## config.mk

```make
export PLATFORM = sky130hd
export DESIGN_NAME = http_request_framer_top
export DESIGN_NICKNAME = d
export VERILOG_FILES = /design/src/design/hrf_pkg.sv /design/src/design/http_request_framer_top.sv
export SDC_FILE = /design/constraint.sdc
export NUM_CORES = 1
export LEC_CHECK = 0
export ABC_AREA = 1
export CORE_ASPECT_RATIO = 2
export CORE_MARGIN = 2
export CORE_UTILIZATION = 55
export DETAILED_ROUTE_END_ITERATION = 8
export DONT_BUFFER_PORTS = 1
export HOLD_SLACK_MARGIN = 0.06
export PLACE_DENSITY = 0.7
export SLEW_MARGIN = 25
export SYNTH_ARGS = -nofsm -noshare
export SYNTH_HDL_FRONTEND = slang
export SYNTH_SLANG_ARGS = --single-unit
```

## constraint.sdc

```tcl
create_clock -name clk -period 6.1 [get_ports clk]
set_input_delay 0.305 -clock clk [delete_from_list [all_inputs] [get_ports clk]]
set_output_delay 0.305 -clock clk [all_outputs]
set_load 0.02 [all_outputs]
```

## src/design/hrf_pkg.sv

```systemverilog
`timescale 1ns / 1ps
// ----------------------------------------------------------------------------
// hrf_pkg
// Types and fixed codes shared by the request framer.
// ----------------------------------------------------------------------------
package hrf_pkg;

    typedef struct packed {
        logic       action;
        logic [7:0] byte_in;
    } item_t;

    typedef struct packed {
        logic [7:0]  byte_out;
        logic [2:0]  section;
        logic [5:0]  header_number;
        logic        is_length_value;
        logic [30:0] content_length;
        logic        request_done;
        logic [1:0]  error_code;
    } tag_t;

    localparam logic ACT_DATA    = 1'b0;
    localparam logic ACT_ABANDON = 1'b1;

    localparam logic [2:0] SEC_METHOD  = 3'd0;
    localparam logic [2:0] SEC_PATH    = 3'd1;
    localparam logic [2:0] SEC_VERSION = 3'd2;
    localparam logic [2:0] SEC_EXTRA   = 3'd3;
    localparam logic [2:0] SEC_NAME    = 3'd4;
    localparam logic [2:0] SEC_VALUE   = 3'd5;
    localparam logic [2:0] SEC_DELIM   = 3'd6;
    localparam logic [2:0] SEC_BODY    = 3'd7;

    localparam logic [1:0] ERR_NONE     = 2'd0;
    localparam logic [1:0] ERR_OVERFLOW = 2'd1;
    localparam logic [1:0] ERR_NODIGITS = 2'd2;

    localparam logic [7:0] CH_TAB   = 8'd9;
    localparam logic [7:0] CH_LF    = 8'd10;
    localparam logic [7:0] CH_CR    = 8'd13;
    localparam logic [7:0] CH_SPACE = 8'd32;
    localparam logic [7:0] CH_PLUS  = 8'd43;
    localparam logic [7:0] CH_MINUS = 8'd45;
    localparam logic [7:0] CH_ZERO  = 8'd48;
    localparam logic [7:0] CH_NINE  = 8'd57;
    localparam logic [7:0] CH_COLON = 8'd58;

    localparam logic [3:0] NAME_LEN = 4'd14;
    localparam logic [8*14-1:0] LEN_NAME = "Content-Length";

    function automatic logic [7:0] name_char(input logic [3:0] pos);
        logic [7:0] c;
        c = 8'd0;
        if (pos < NAME_LEN)
            c = LEN_NAME[(4'd13 - pos) * 8 +: 8];
        return c;
    endfunction

    function automatic logic is_ws(input logic [7:0] b);
        return (b == CH_SPACE) || ((b >= CH_TAB) && (b <= CH_CR));
    endfunction

endpackage

```

## src/design/http_request_framer_top.sv

```systemverilog
`timescale 1ns / 1ps
// ----------------------------------------------------------------------------
// http_request_framer_top
// Tags each byte of an HTTP/1.1 request stream with the part it belongs to.
// ----------------------------------------------------------------------------
// Input channel (item_valid/item_ready/item): one transaction per received
// byte, or an abandon request that drops a partial request.
// Output channel (tag_valid/tag_ready/tag): exactly one transaction per
// input transaction, in order: the byte echoed with its section, header
// index, Content-Length value parsed so far, completion flag and error code.
// The tag of a taken byte is registered and offered in the next cycle. Unless
// stalled, throughput is one byte per cycle; all per-byte work is the parser
// state update between the state registers and the single result register.
// item_ready stays high while the result register is empty or being taken,
// so a stalled receiver holds one result and then stops the input channel.
// Reset empties the result register and puts the parser at the start of a
// request line. LENGTH_BITS sets the internal length width (content_length
// reports its low 31 bits); MAX_HEADERS caps the header index.
// ----------------------------------------------------------------------------
module http_request_framer_top #(
    parameter int MAX_HEADERS = 64,
    parameter int LENGTH_BITS = 31
) (
    input  logic           clk,
    input  logic           rst_n,
    input  logic           item_valid,
    output logic           item_ready,
    input  hrf_pkg::item_t item,
    output logic           tag_valid,
    input  logic           tag_ready,
    output hrf_pkg::tag_t  tag
);

    localparam int LW = LENGTH_BITS + 4;
    localparam int HDR_CAP_I = (MAX_HEADERS - 1 < 63) ? MAX_HEADERS - 1 : 63;
    localparam logic [5:0] HDR_CAP = 6'(HDR_CAP_I);
    localparam logic [LENGTH_BITS-1:0] LEN_MAX = {LENGTH_BITS{1'b1}};
    localparam logic [LW-1:0] LIM_POS = {4'd0, LEN_MAX};
    localparam logic [LW-1:0] LIM_NEG = LIM_POS + LW'(1);

    localparam logic [1:0] PH_LINE = 2'd0;
    localparam logic [1:0] PH_HDR  = 2'd1;
    localparam logic [1:0] PH_BODY = 2'd2;

    localparam logic [1:0] HP_NAME  = 2'd0;
    localparam logic [1:0] HP_SKIP  = 2'd1;
    localparam logic [1:0] HP_VALUE = 2'd2;

    localparam logic [1:0] DP_LEAD   = 2'd0;
    localparam logic [1:0] DP_SIGN   = 2'd1;
    localparam logic [1:0] DP_DIGITS = 2'd2;
    localparam logic [1:0] DP_END    = 2'd3;

    logic [1:0]             phase_reg, phase_next;
    logic [1:0]             token_reg, token_next;
    logic                   in_token_reg, in_token_next;
    logic                   crp_reg, crp_next;
    logic                   nonempty_reg, nonempty_next;
    logic [1:0]             hpart_reg, hpart_next;
    logic [3:0]             mpos_reg, mpos_next;
    logic                   matches_reg, matches_next;
    logic [LENGTH_BITS-1:0] lval_reg, lval_next;
    logic [1:0]             dphase_reg, dphase_next;
    logic                   neg_reg, neg_next;
    logic                   bad_reg, bad_next;
    logic [LENGTH_BITS-1:0] body_reg, body_next;
    logic [5:0]             hcount_reg, hcount_next;

    hrf_pkg::tag_t tag_reg, tag_next;
    logic          tag_valid_reg;
    logic          item_fire;
    logic          done_c;

    logic [7:0]             b;
    logic                   cr;
    logic                   dig;
    logic [LW-1:0]          prod;
    logic [LENGTH_BITS-1:0] eff;
    logic [63:0]            eff_ext;
    logic [2:0]             sect;
    logic [1:0]             err;
    logic                   islen;

    assign item_ready = !tag_valid_reg || tag_ready;
    assign item_fire  = item_valid && item_ready;
    assign tag_valid  = tag_valid_reg;
    assign tag        = tag_reg;

    assign b    = item.byte_in;
    assign cr   = (b == hrf_pkg::CH_CR);
    assign dig  = (b >= hrf_pkg::CH_ZERO) && (b <= hrf_pkg::CH_NINE);
    assign prod = {1'b0, lval_reg, 3'b000} + {3'b000, lval_reg, 1'b0}
                + LW'(b - hrf_pkg::CH_ZERO);

    always_comb
    begin
        phase_next    = phase_reg;
        token_next    = token_reg;
        in_token_next = in_token_reg;
        crp_next      = crp_reg;
        nonempty_next = nonempty_reg;
        hpart_next    = hpart_reg;
        mpos_next     = mpos_reg;
        matches_next  = matches_reg;
        lval_next     = lval_reg;
        dphase_next   = dphase_reg;
        neg_next      = neg_reg;
        bad_next      = bad_reg;
        body_next     = body_reg;
        hcount_next   = hcount_reg;
        sect          = hrf_pkg::SEC_DELIM;
        err           = hrf_pkg::ERR_NONE;
        islen         = 1'b0;
        done_c        = 1'b0;

        if (phase_reg == PH_BODY)
        begin
            sect = hrf_pkg::SEC_BODY;
            if (body_reg != '0)
                body_next = body_reg - 1'b1;
            if (body_next == '0)
                done_c = 1'b1;
        end
        else if (b == hrf_pkg::CH_LF && crp_reg)
        begin
            if (phase_reg == PH_LINE)
                phase_next = PH_HDR;
            else if (!nonempty_reg)
            begin
                if (!neg_reg && lval_reg != '0)
                begin
                    phase_next = PH_BODY;
                    body_next  = lval_reg;
                end
                else
                    done_c = 1'b1;
            end
            else
            begin
                if (matches_reg && hpart_reg != HP_NAME)
                begin
                    if (bad_reg || dphase_reg == DP_LEAD || dphase_reg == DP_SIGN)
                    begin
                        err       = hrf_pkg::ERR_NODIGITS;
                        lval_next = '0;
                    end
                    if (neg_reg)
                        lval_next = '0;
                    neg_next = 1'b0;
                end
                if (hcount_reg < HDR_CAP)
                    hcount_next = hcount_reg + 6'd1;
            end
            in_token_next = 1'b0;
            crp_next      = 1'b0;
            nonempty_next = 1'b0;
            hpart_next    = HP_NAME;
            mpos_next     = 4'd0;
            matches_next  = 1'b1;
        end
        else if (phase_reg == PH_LINE)
        begin
            crp_next = cr;
            if (hrf_pkg::is_ws(b))
                in_token_next = 1'b0;
            else
            begin
                if (!in_token_reg)
                begin
                    if (nonempty_reg && token_reg < 2'd3)
                        token_next = token_reg + 2'd1;
                    nonempty_next = 1'b1;
                    in_token_next = 1'b1;
                end
                sect = {1'b0, token_next};
            end
        end
        else
        begin
            crp_next = cr;
            if (crp_reg || !cr)
                nonempty_next = 1'b1;
            if (hpart_reg == HP_NAME)
            begin
                if (b == hrf_pkg::CH_COLON)
                begin
                    hpart_next   = HP_SKIP;
                    matches_next = matches_reg && (mpos_reg == hrf_pkg::NAME_LEN);
                    if (matches_next)
                    begin
                        lval_next   = '0;
                        dphase_next = DP_LEAD;
                        neg_next    = 1'b0;
                        bad_next    = 1'b0;
                    end
                end
                else
                begin
                    if (matches_reg && mpos_reg < hrf_pkg::NAME_LEN
                        && b == hrf_pkg::name_char(mpos_reg))
                        mpos_next = mpos_reg + 4'd1;
                    else
                        matches_next = 1'b0;
                    if (!cr)
                        sect = hrf_pkg::SEC_NAME;
                end
            end
            else if (hpart_reg == HP_SKIP)
                hpart_next = HP_VALUE;
            else
            begin
                if (!cr)
                begin
                    sect  = hrf_pkg::SEC_VALUE;
                    islen = matches_reg;
                end
                if (matches_reg && !bad_reg && dphase_reg != DP_END)
                begin
                    if (!dig)
                    begin
                        if (dphase_reg == DP_LEAD && hrf_pkg::is_ws(b))
                            dphase_next = DP_LEAD;
                        else if (dphase_reg == DP_LEAD
                                 && (b == hrf_pkg::CH_PLUS || b == hrf_pkg::CH_MINUS))
                        begin
                            neg_next    = (b == hrf_pkg::CH_MINUS);
                            dphase_next = DP_SIGN;
                        end
                        else if (dphase_reg == DP_DIGITS)
                            dphase_next = DP_END;
                        else
                            bad_next = 1'b1;
                    end
                    else
                    begin
                        dphase_next = DP_DIGITS;
                        if (prod > (neg_reg ? LIM_NEG : LIM_POS))
                        begin
                            lval_next = LEN_MAX;
                            err       = hrf_pkg::ERR_OVERFLOW;
                        end
                        else if (prod > LIM_POS)
                            lval_next = LEN_MAX;
                        else
                            lval_next = prod[LENGTH_BITS-1:0];
                    end
                end
            end
        end

        eff     = neg_next ? '0 : lval_next;
        eff_ext = 64'(eff);

        tag_next.byte_out        = b;
        tag_next.section         = sect;
        tag_next.header_number   = hcount_reg;
        tag_next.is_length_value = islen;
        tag_next.content_length  = eff_ext[30:0];
        tag_next.request_done    = done_c;
        tag_next.error_code      = err;

        if (item.action == hrf_pkg::ACT_ABANDON || done_c)
        begin
            phase_next    = PH_LINE;
            token_next    = 2'd0;
            in_token_next = 1'b0;
            crp_next      = 1'b0;
            nonempty_next = 1'b0;
            hpart_next    = HP_NAME;
            mpos_next     = 4'd0;
            matches_next  = 1'b1;
            lval_next     = '0;
            dphase_next   = DP_LEAD;
            neg_next      = 1'b0;
            bad_next      = 1'b0;
            body_next     = '0;
            hcount_next   = 6'd0;
        end
        if (item.action == hrf_pkg::ACT_ABANDON)
        begin
            tag_next         = '0;
            tag_next.section = hrf_pkg::SEC_DELIM;
        end
    end

    always_ff @(posedge clk or negedge rst_n)
    begin
        if (!rst_n)
        begin
            phase_reg     <= PH_LINE;
            token_reg     <= 2'd0;
            in_token_reg  <= 1'b0;
            crp_reg       <= 1'b0;
            nonempty_reg  <= 1'b0;
            hpart_reg     <= HP_NAME;
            mpos_reg      <= 4'd0;
            matches_reg   <= 1'b1;
            lval_reg      <= '0;
            dphase_reg    <= DP_LEAD;
            neg_reg       <= 1'b0;
            bad_reg       <= 1'b0;
            body_reg      <= '0;
            hcount_reg    <= 6'd0;
            tag_valid_reg <= 1'b0;
        end
        else
        begin
            if (item_fire)
            begin
                phase_reg    <= phase_next;
                token_reg    <= token_next;
                in_token_reg <= in_token_next;
                crp_reg      <= crp_next;
                nonempty_reg <= nonempty_next;
                hpart_reg    <= hpart_next;
                mpos_reg     <= mpos_next;
                matches_reg  <= matches_next;
                lval_reg     <= lval_next;
                dphase_reg   <= dphase_next;
                neg_reg      <= neg_next;
                bad_reg      <= bad_next;
                body_reg     <= body_next;
                hcount_reg   <= hcount_next;
            end
            if (item_fire)
                tag_valid_reg <= 1'b1;
            else if (tag_ready)
                tag_valid_reg <= 1'b0;
        end
    end

    always_ff @(posedge clk)
    begin
        if (item_fire)
            tag_reg <= tag_next;
    end

    // body phase is only entered with a non-zero count and left when it runs out
    a_body_count: assert property (@(posedge clk) disable iff (!rst_n)
        phase_reg == PH_BODY |-> body_reg != '0)
        else $error("body phase with zero bytes left");

    a_abandon_tag: assert property (@(posedge clk) disable iff (!rst_n)
        item_fire && item.action == hrf_pkg::ACT_ABANDON |=>
            tag_valid && tag.section == hrf_pkg::SEC_DELIM
            && tag.header_number == 6'd0 && !tag.request_done)
        else $error("abandon result malformed");

    a_done_clears: assert property (@(posedge clk) disable iff (!rst_n)
        item_fire && item.action == hrf_pkg::ACT_DATA && done_c |=>
            phase_reg == PH_LINE && hcount_reg == 6'd0
            && lval_reg == '0 && tag.request_done)
        else $error("request state not cleared after completion");

    a_hcount_cap: assert property (@(posedge clk) disable iff (!rst_n)
        hcount_reg <= HDR_CAP)
        else $error("header index beyond cap");

    a_mpos_range: assert property (@(posedge clk) disable iff (!rst_n)
        mpos_reg <= hrf_pkg::NAME_LEN && (mpos_reg == 4'd0 || phase_reg == PH_HDR))
        else $error("name match position out of range");

endmodule
```

==> results by group <==
Worst setup path
  – CP Capture Type: flop
  – Critical-path top delay cell: dfrtp_1
  – Worst setup SP type: flop
  – Worst r2r src: lval_reg[2]
  – WP data required: 6.28 ns
  – Arrival @ worst endpoint: 5.77 ns
  – CP most frequent cell: nand2_1
  – Crit Path Max Fanout: 11
  – Launch point of the worst path: lval_reg[2]
  – Crit path largest cell delay: 0.71 ns
  – Crit path kind: reg -> reg

Timing
  – RSZ-0062 raised after global routing: no
  – # setup viols final: 0
  – Slew HR: 39.1%
  – Fin. Hold Viols: 0
  – Slew @ Worst Pin: 0.899 ns
  – Worst hold slack: 0.0891 ns
  – Fmax: 179 MHz
  – Max Transition Viols Final: 0
  – Clock skew: 0.0134 ns
  – Crit share post-route: 91.6%
  – Final worst path period need: 5.59 ns
  – Setup_tns: 0 ns

Clock network
  – Reg clk slew, reported paths: 0.06 ns
  – # H-tree levels: 4
  – Worst-Skew Late Latency: 0.45 ns
  – Clk sinks: 139
  – Clock Path Buffers: 2
  – CTS root buf: clkbuf_16
  – Post-CTS setup buffers: 0
  – Num CTS Buffers: 17
  – CTS tree: built

Yosys
  – Most frequent cells after synthesis: nand2_1, nor2_1, inv_1
  – Post-synth ARST share: 62.6%
  – Synth top area share: 20.5%
  – Mapped Area: 0.0131 mm2
  – Ys flop type: dfrtp_1
  – Largest area contributor in the netlist: nand2_1
  – Sequential share of the synthesized area: 28.5%
  – Mapped Nets: 2,114
  – Area contributors post-synth: nand2_1, dfrtp_1, edfxtp_1
  – Post-synth EDFFs: 52
  – Syn. warnings: 0
  – Most frequent cell after synthesis: nand2_1
  – Avg Cell Area, Syn: 6.58 um2
  – Post-synthesis cell count: 1,993
  – Yosys cell types: 57
  – Synth Register Bits: 139

Global route
  – Initial antenna violation count: 0
  – Grt ovf: 0
  – GR Util met3: 4.86%
  – First-pass GRT wire length: 65,700 um
  – Vias in the first global route: 12.2k
  – GRT Total Usage: 33.0%
  – Maximum number of pins on one net before global-route repair: 88
  – Grt met2 use: 50.7%
  – GR Layer Usage met1: 45.0%
  – GR peak layer: met2

Finish
  – Ant. Diodes: 0
  – Layout cells sized above 1: 5.11%
  – Post-route cell area: 0.0140 mm2
  – Final non-filler cell total: 2,284
  – Filler cells: 2,317
  – Max reg flops: 52
  – Layout Nets: 2,105
  – Syn-to-layout area delta: 6.85%

Floorplanning
  – I/O pin count: 67
  – Initial Util: 55.5%
  – Die width: 113 um
  – Core Box Area: 0.0236 mm2
  – Die Span Y: 222 um
  – Die footprint: 0.0252 mm2
  – Num rows: 80

Routing
  – Vias per cell: 5.74
  – Routed len/inst: 17.9 um
  – Final ANT Viol Nets: 0
  – DRC: 10
  – DRT iter0 DRCs: 1,330
  – Routed vias: 13.1k
  – Drt first pass iters: 9
  – Final WL: 40,900 um

Min path
  – Hold wc startpoint: item[8]
  – Worst Hold Class: in -> reg

Placement
  – # port buffers: 0
  – Dpl cells: 2,249
  – Placer Congestion: 1.00
  – DPL Wire Length: 30,900 um
  – Placed inst area: 0.0134 mm2

Pwr
  – Power per Cell Area: 626 mW/mm2
  – Leak: 0.00730 uW
  – PnR Total Power: 8770 uW
  – Maximum VDD drop: 0.309 mV

Status
  – Outcome: finished with violations
  – Failing checks: DRC

Job
  – Max Cap Violations: 0
==> logic make-up after synthesis <==
group                      Yosys count  share of synthesized area (%)
adders and majority gates          108                           12.0
AOI/OAI and AO/OA                  297                           12.6
and+or+nand+nor                   1136                           35.6
DFF                                139                           28.5
buffers and inverters              266                           8.07
xor gates and xnor gates            47                           3.20
==> cell type report <==
type	instances	area [um2]	area share (%)
Timing Repair Buffer	28	235	1.68
Sequential cell	139	3740	26.7
Clock inverter	12	115	0.822
Clock buffer	20	457	3.26
Tap cell	287	359	2.56
Inverter	210	788	5.63
Multi-Input combinational cell	1588	8310	59.4
==> where the power goes <==
group          switching (uW)  leakage, uW  total, uW  internal (uW)
sequential                410      0.00170       1620           1200
combinational            4200      0.00533       6130           1940
clock                     438     0.000273       1020            585
==> per-layer routing <==
metal	up-vias	part of all wire [%]
met3	122	7.5
met4	0	5.4
met1	5938	42
met2	609	45
li1	6443	-
met5	-	0
==> worst max-delay path, delay by kind of cell, from the launching register on <==
kind | cells | cell delay, ns
buffers and inverters | 2 | 0.33
flip-flops | 1 | 0.71
AO/OA/AOI/OAI | 3 | 0.34
XOR/XNOR | 1 | 0.35
adder cells (fa/ha/maj) | 3 | 1.34
AND/OR/NAND/NOR | 19 | 2.24
==> worst paths after layout <==
kind / endpoint / slack [ns] / cells after the start
min in group asynchronous: body_reg[12] / 0.43 / 2
worst max-delay path: tag[28] / 0.51 / 28
worst max register to register: tag[28] / 0.51 / 28
max in group asynchronous: matches_reg / 5.18 / 2
worst min-delay path: tag[42] / 0.09 / 2
worst min register to register: bad_reg / 0.53 / 2
==> cell usage in the layout, fill, tap and decap left out, types with 3 or more instances in the layout <==
cell,n
o21ai_0,93
edfxtp_1,52
o211ai_1,4
ha_1,78
nor2_1,238
o22ai_1,28
nor2_2,10
clkbuf_16,17
inv_2,9
a21oi_1,107
clkinvlp_4,3
nand3_1,79
xnor2_1,11
a21o_1,4
nand3_2,5
buf_4,25
nand2_1,716
nor2b_1,9
dfrtp_1,86
inv_1,199
nand2_2,6
a21boi_0,9
nor4_1,10
nand4_1,25
clkinv_4,3
o2111ai_1,4
o21ai_1,25
o31ai_1,5
fa_1,30
nor3_1,20
a31oi_1,7
and3_1,3
inv_6,3
xor2_1,35
==> timing repair <==
item | 4_1_cts | 5_1_grt
hold endpoints to repair | 104 | 0
hold buffers | 3 | 0
resized for setup | 0 | 0
==> per-stage QoR <==
stage,worst slack [ns],utilization (%)
2_1_floorplan,0.183,-
3_3_place_gp,0.548,56.7
3_5_place_dp,0.397,56.7
4_1_cts,0.559,59.3
5_1_grt,0.163,59.3
6_report,0.509,59.3
(Power assumes the default switching activity.)
